--- config.mk ---
export PLATFORM = sky130hd
export DESIGN_NAME = lin_master_frame_engine
export DESIGN_NICKNAME = d
export VERILOG_FILES = /design/src/design/lmfe_pkg.sv /design/src/design/lin_master_frame_engine.sv
export SDC_FILE = /design/constraint.sdc
export NUM_CORES = 1
export LEC_CHECK = 0
export ABC_CLOCK_PERIOD_IN_PS = 5200
export BUFFER_PORTS_ARGS = -buffer_cell sky130_fd_sc_hd__buf_2
export CAP_MARGIN = 20
export CORE_ASPECT_RATIO = 1.75
export CORE_MARGIN = 4
export CORE_UTILIZATION = 35
export CTS_BUF_LIST = sky130_fd_sc_hd__clkbuf_16
export CTS_CLUSTER_DIAMETER = 80
export CTS_CLUSTER_SIZE = 20
export DETAILED_ROUTE_END_ITERATION = 10
export PLACE_DENSITY_LB_ADDON = 0.1
export SLEW_MARGIN = 25
export SYNTH_ARGS = -nofsm -noshare
export SYNTH_HDL_FRONTEND = slang
export SYNTH_SLANG_ARGS = --single-unit
--- constraint.sdc ---
create_clock -name aclk -period 5.2 [get_ports aclk]
set_clock_uncertainty 0.15 [all_clocks]
set_input_delay 0.26 -clock aclk [delete_from_list [all_inputs] [get_ports aclk]]
set_output_delay 0.26 -clock aclk [all_outputs]
set_load 0.05 [all_outputs]
--- src/design/lmfe_pkg.sv ---
// Types, codes and helper functions of the LIN master frame engine.
`default_nettype none

package lmfe_pkg;

    localparam logic [3:0] MAX_DATA  = 4'd8;
    localparam logic [7:0] SYNC_BYTE = 8'h55;

    typedef enum logic [1:0] {
        KIND_TX_START = 2'd0,
        KIND_RX_START = 2'd1,
        KIND_BYTE     = 2'd2
    } in_kind_t;

    typedef enum logic [1:0] {
        OUT_BREAK  = 2'd0,
        OUT_BYTE   = 2'd1,
        OUT_RX_OK  = 2'd2,
        OUT_RX_ERR = 2'd3
    } out_kind_t;

    typedef enum logic [1:0] {
        MODE_IDLE = 2'd0,
        MODE_TX   = 2'd1,
        MODE_RX   = 2'd2
    } mode_t;

    typedef struct packed {
        out_kind_t  kind;
        logic [7:0] data;
        logic [3:0] fbytes;
        logic       last;
    } res_t;

    // Frame id with P0 in bit 6 and inverted P1 in bit 7.
    function automatic logic [7:0] protect_id(input logic [5:0] id);
        logic p0;
        logic p1;
        begin
            p0 = id[0] ^ id[1] ^ id[2] ^ id[4];
            p1 = ~(id[1] ^ id[3] ^ id[4] ^ id[5]);
            return {p1, p0, id};
        end
    endfunction

    // End-around carry add: the carry out folds back into bit 0.
    function automatic logic [7:0] add_carry(input logic [7:0] sum, input logic [7:0] b);
        logic [8:0] s;
        begin
            s = {1'b0, sum} + {1'b0, b};
            return s[7:0] + {7'd0, s[8]};
        end
    endfunction

endpackage

`default_nettype wire

--- src/design/lin_master_frame_engine.sv ---
// LIN master frame engine: frame header, data echo and enhanced checksum.
//
// Input channel (s_*): start-transmit, start-receive and byte items.
// Result channel (m_*): break markers, bytes to send and receive status.
// A start item yields three transfers (break, sync 0x55, protected id);
// a transmit byte yields one, or two on the last byte (data, checksum);
// a receive data byte yields none and the checksum byte one status.
// m_last marks the final result of each input item.
// The first result is registered and is valid in the cycle after the input transfer.
// Throughput: one input item per cycle for items with at most one result,
// while m_ready stays high; an item with more results occupies the
// three-entry result buffer until the single output port has taken them.
// s_ready is high while the buffer is empty or its last entry is being
// taken in the same cycle.
// Reset (aresetn low, synchronous) empties the buffer and returns to idle.
// When the receiver stalls, the buffer holds and s_ready drops.
`default_nettype none

module lin_master_frame_engine import lmfe_pkg::*; (
    input  wire        aclk,
    input  wire        aresetn,
    input  wire        s_valid,
    output logic       s_ready,
    input  wire  [1:0] s_kind,
    input  wire  [5:0] s_frame_id,
    input  wire  [3:0] s_data_count,
    input  wire  [7:0] s_data_byte,
    output logic       m_valid,
    input  wire        m_ready,
    output logic [1:0] m_out_kind,
    output logic [7:0] m_out_byte,
    output logic [3:0] m_frame_bytes,
    output logic       m_last
);

    mode_t      mode_reg, mode_next;
    logic [7:0] sum_reg, sum_next;
    logic [3:0] seen_reg, seen_next;
    logic [3:0] exp_reg, exp_next;
    logic [1:0] cnt_reg, cnt_next;
    res_t       slot_reg  [3];
    res_t       slot_next [3];

    res_t       new_slot [3];
    logic [1:0] new_cnt;
    logic       push;
    logic       pop;
    logic [7:0] pid;
    logic [7:0] sum_add;
    logic [3:0] seen_inc;
    logic [3:0] cnt_clamped;

    assign m_valid       = (cnt_reg != 2'd0);
    assign s_ready       = (cnt_reg == 2'd0) || ((cnt_reg == 2'd1) && m_ready);
    assign push          = s_valid && s_ready;
    assign pop           = m_valid && m_ready;
    assign m_out_kind    = slot_reg[0].kind;
    assign m_out_byte    = slot_reg[0].data;
    assign m_frame_bytes = slot_reg[0].fbytes;
    assign m_last        = slot_reg[0].last;

    assign pid      = protect_id(s_frame_id);
    assign sum_add  = add_carry(sum_reg, s_data_byte);
    assign seen_inc = seen_reg + 4'd1;

    always_comb begin
        if (s_data_count == 4'd0) begin
            cnt_clamped = 4'd1;
        end else if (s_data_count > MAX_DATA) begin
            cnt_clamped = MAX_DATA;
        end else begin
            cnt_clamped = s_data_count;
        end
    end

    // Frame state and the results of the offered item.
    always_comb begin
        mode_next = mode_reg;
        sum_next  = sum_reg;
        seen_next = seen_reg;
        exp_next  = exp_reg;
        new_cnt   = 2'd0;
        for (int i = 0; i < 3; i++) begin
            new_slot[i] = '{kind: OUT_BREAK, data: 8'd0, fbytes: 4'd0, last: 1'b0};
        end
        case (s_kind)
            KIND_TX_START, KIND_RX_START: begin
                mode_next = (s_kind == KIND_TX_START) ? MODE_TX : MODE_RX;
                sum_next  = pid;
                seen_next = 4'd0;
                exp_next  = cnt_clamped;
                new_cnt   = 2'd3;
                new_slot[1] = '{kind: OUT_BYTE, data: SYNC_BYTE, fbytes: 4'd0, last: 1'b0};
                new_slot[2] = '{kind: OUT_BYTE, data: pid, fbytes: 4'd0, last: 1'b1};
            end
            KIND_BYTE: begin
                case (mode_reg)
                    MODE_TX: begin
                        sum_next  = sum_add;
                        seen_next = seen_inc;
                        new_slot[0] = '{kind: OUT_BYTE, data: s_data_byte,
                                        fbytes: 4'd0, last: 1'b1};
                        new_cnt = 2'd1;
                        if (seen_inc >= exp_reg) begin
                            new_slot[0].last = 1'b0;
                            new_slot[1] = '{kind: OUT_BYTE, data: ~sum_add,
                                            fbytes: 4'd0, last: 1'b1};
                            new_cnt   = 2'd2;
                            mode_next = MODE_IDLE;
                        end
                    end
                    MODE_RX: begin
                        if (seen_reg < exp_reg) begin
                            sum_next  = sum_add;
                            seen_next = seen_inc;
                        end else begin
                            new_slot[0] = '{kind: (s_data_byte == ~sum_reg) ?
                                                  OUT_RX_OK : OUT_RX_ERR,
                                            data: 8'd0, fbytes: exp_reg + 4'd1,
                                            last: 1'b1};
                            new_cnt   = 2'd1;
                            mode_next = MODE_IDLE;
                        end
                    end
                    default: begin
                    end
                endcase
            end
            default: begin
            end
        endcase
    end

    // Result buffer: load on an input transfer, shift down on an output one.
    always_comb begin
        cnt_next     = cnt_reg;
        slot_next[0] = slot_reg[0];
        slot_next[1] = slot_reg[1];
        slot_next[2] = slot_reg[2];
        if (push) begin
            cnt_next = new_cnt;
            for (int i = 0; i < 3; i++) begin
                slot_next[i] = new_slot[i];
            end
        end else if (pop) begin
            cnt_next     = cnt_reg - 2'd1;
            slot_next[0] = slot_reg[1];
            slot_next[1] = slot_reg[2];
        end
    end

    always_ff @(posedge aclk) begin
        if (!aresetn) begin
            mode_reg <= MODE_IDLE;
            sum_reg  <= 8'd0;
            seen_reg <= 4'd0;
            exp_reg  <= 4'd0;
            cnt_reg  <= 2'd0;
        end else begin
            cnt_reg <= cnt_next;
            if (push) begin
                mode_reg <= mode_next;
                sum_reg  <= sum_next;
                seen_reg <= seen_next;
                exp_reg  <= exp_next;
            end
        end
    end

    always_ff @(posedge aclk) begin
        for (int i = 0; i < 3; i++) begin
            slot_reg[i] <= slot_next[i];
        end
    end

endmodule

`default_nettype wire

==> impl_metrics.json <==
{
  "hold_depth": 3,
  "status": "completed",
  "slowest_delay_ns": 0.43,
  "fmax_mhz": 297,
  "largest_reg_flops": 34,
  "setup.worst_path.class": "register to register",
  "core-area_mm2": 0.00947,
  "peakVddDrop_v": 0.000192,
  "vias": 2646,
  "hp-start": "s_data_count[3]",
  "ctsLongestPathBuffers": 2,
  "cp_data_arrival_time_ns": 3.27,
  "synth_ff_type": "edfxtp_1",
  "hpwl_mm": 7.07,
  "routed_wl_mm": 9.14,
  "ctsRootBufferMaster": "clkbuf_16",
  "grt_max_degree": 30,
  "required_ns": 5.11,
  "fp.dieW_um": 82.6,
  "hold_path_end": "exp_reg[3]",
  "reg2reg_from": "sum_reg[0]",
  "routedWlPerCell_um": 18.5,
  "cts_made_buffers": 5,
  "final_core_util_pct": 39.6,
  "tightest_slew_ns": 0.782,
  "fillers": 959,
  "io_pins": 41,
  "cts.htree.levels": 2,
  "grt_usage_pct": 16.9,
  "synth_seq_cells": 54,
  "path_cells": "ha_1, fa_1, and3_2, nor2_1, nor2_1, nor2_1, nand2_1, ha_1, nand2_1, nor4b_4, mux2_1, o311ai_1, xnor2_1, a22o_1",
  "drv_slew": 0,
  "clk_latency_ns": 0.30,
  "syn_inst": 352,
  "start_util_pct": 36.0,
  "ys_types": 61,
  "antenna_found_initial": 0,
  "drc": 0,
  "start_kind": "register",
  "dieArea_mm2": 0.0114,
  "yosysWarnings": 0,
  "dieHeight_um": 139,
  "reg2reg_depth": 14,
  "final_cell_mix": "40 x buf_2, 36 x nand2_1, 34 x edfxtp_1",
  "crit_top_cell": "nor2_1",
  "avgSynthCellArea_um2": 9.69,
  "slew_headroom_pct": 47.7,
  "cts_tree": "done",
  "syn-num-nets": 401,
  "clkTransAtPathRegs_ns": 0.07,
  "crit_slowest_cell": "fa_1",
  "drv_cap": 0,
  "hold_violations": 0,
  "postCtsSetupRepairBufs": 0,
  "drive_gt1_share_pct": 15.8,
  "end_kind": "register",
  "async_flop_share_pct": 0,
  "r2r_slack_ns": 1.83,
  "p_switching_mw": 0.516,
  "routed_via_density": 5.35,
  "postRouteAntennaNets": 0,
  "portBuffers": 40,
  "final_common_cell": "buf_2",
  "clkPwrFrac_pct": 26.9,
  "place.gp.congestion": 0.883,
  "grt_pass1_wl_mm": 14.3,
  "ctsHoldBuffers": 0,
  "power_per_cell_area_mw_per_mm2": 381,
  "swShare_pct": 36.2,
  "setup-violations-final": 0,
  "combinationalPowerShare_pct": 33.2,
  "period_needed_ns": 3.37,
  "fp-row-count": 47,
  "cp_max_fo": 5,
  "cts_sinks": 54,
  "area_delta_synth_final_pct": 9.91,
  "hp-class": "input pin to register",
  "cts_resized": 0,
  "p_int_mw": 0.911,
  "drt_iter0_drc": 110,
  "grt_pass1_vias": 2649,
  "overflow": 0,
  "yosysSeqAreaShare_pct": 41.7,
  "p_seq_share_pct": 39.9,
  "setup_tns_ns": 0,
  "layout.nets": 421,
  "power.leakage_nw": 1.47,
  "synth_edf_count": 34,
  "synth.cell_area_mm2": 0.00341,
  "rr_endpoint": "slot_reg[0][25]",
  "drt-pass1-iter-count": 4,
  "rsz0062_at_grt": "no",
  "period_share_pct": 64.7,
  "diodes": 0
}
-- final cells by class --
| cell class | instances | area (µm²) | share of cell area, % |
|---|---|---|---|
| Clock buffer | 5 | 125 | 3.34 |
| Clock inverter | 3 | 41.3 | 1.10 |
| Inverter | 21 | 78.8 | 2.10 |
| Multi-Input combinational cell | 248 | 1710 | 45.7 |
| Sequential cell | 54 | 1420 | 37.9 |
| Tap cell | 122 | 153 | 4.07 |
| Timing Repair Buffer | 42 | 215 | 5.74 |
-- routing by layer --
metal	track usage, %	wire length [µm]	up-vias
met4	7.67	352	0
met1	18.0	3440	1254
met3	3.19	415	16
met5	0	0	-
met2	30.8	4940	70
li1	-	-	1306
-- synth_stat cells, drive strengths merged (2+ instances only) --
cell type  number  area, µm²
ha             24        300
mux2            2       22.5
nand3b          2       15.0
mux2i           2       20.0
nor2b           9       56.3
a22o           11       96.3
buf            23        185
clkbuf          6       22.5
nand3          11       67.6
edfxtp         34       1020
nor3            7       35.0
inv            21       78.8
a31oi           2       12.5
nand4           7       43.8
a211oi          5       37.5
a221o           2       20.0
nor3b           2       15.0
o31ai           2       15.0
o211ai          5       37.5
or3             2       12.5
a21o            3       22.5
nand2          37        139
o21ai          14       70.1
a21oi          24        131
o21a            3       22.5
xnor2          13        114
and3            3       25.0
nor2           28        105
xor2            5       43.8
dfxtp          20        400
o311ai          2       17.5
-- worst max path at each step --
stage	startpoint	endpoint	slack [ns]	cells past startpoint
after floorplan	sum_reg[0]	slot_reg[0][25]	2.12	14
after global placement	s_data_byte[0]	slot_reg[0][25]	1.83	15
after detailed placement	s_data_byte[0]	slot_reg[0][25]	1.78	15
after CTS	sum_reg[0]	slot_reg[0][25]	1.84	14
after global routing	sum_reg[0]	slot_reg[0][25]	1.60	14
final	sum_reg[0]	slot_reg[0][25]	1.83	14
-- power groups by stage --
stage,combinational [mW],sequential [mW],clock [mW]
2_1_floorplan,0.391,0.581,0
3_3_place_gp,0.475,0.581,0
3_5_place_dp,0.476,0.581,0
4_1_cts,0.478,0.572,0.393
5_1_grt,0.513,0.578,0.413
6_report,0.473,0.570,0.384
-- worst max-delay path, delay by kind of cell (launching register included) --
| family | cells | cell delay, ns |
|---|---|---|
| mux | 1 | 0.32 |
| fa+ha+maj | 3 | 0.89 |
| flops | 1 | 0.32 |
| simple gates | 7 | 0.98 |
| compound gates | 2 | 0.31 |
| xor+xnor | 1 | 0.15 |
-- logic make-up (layout without fill, tap and decap cells) --
family | Yosys count | count (layout) | synth area share [%]
simple gates | 115 | 115 | 17.2
buf+inv | 50 | 71 | 8.40
xor+xnor | 18 | 18 | 4.62
fa+ha+maj | 25 | 25 | 9.39
flops | 54 | 54 | 41.7
compound gates | 86 | 86 | 17.4
mux | 4 | 4 | 1.25
-- metrics by stage --
| stage | hold WS (ns) | instances | instance area, µm² | setup slack (ns) | power [mW] |
|---|---|---|---|---|---|
| 6_report | 0.0805 | 495 | 3750 | 1.83 | 1.43 |
| 5_1_grt | 0.0806 | 495 | 3750 | 1.60 | 1.50 |
| 4_1_cts | 0.0737 | 495 | 3750 | 1.84 | 1.44 |
| 3_5_place_dp | 0.301 | 487 | 3580 | 1.78 | 1.06 |
| 3_3_place_gp | 0.297 | 487 | 3570 | 1.83 | 1.06 |
| 2_1_floorplan | 0.198 | 352 | 3410 | 2.12 | 0.971 |
(Power assumes the default switching activity.)
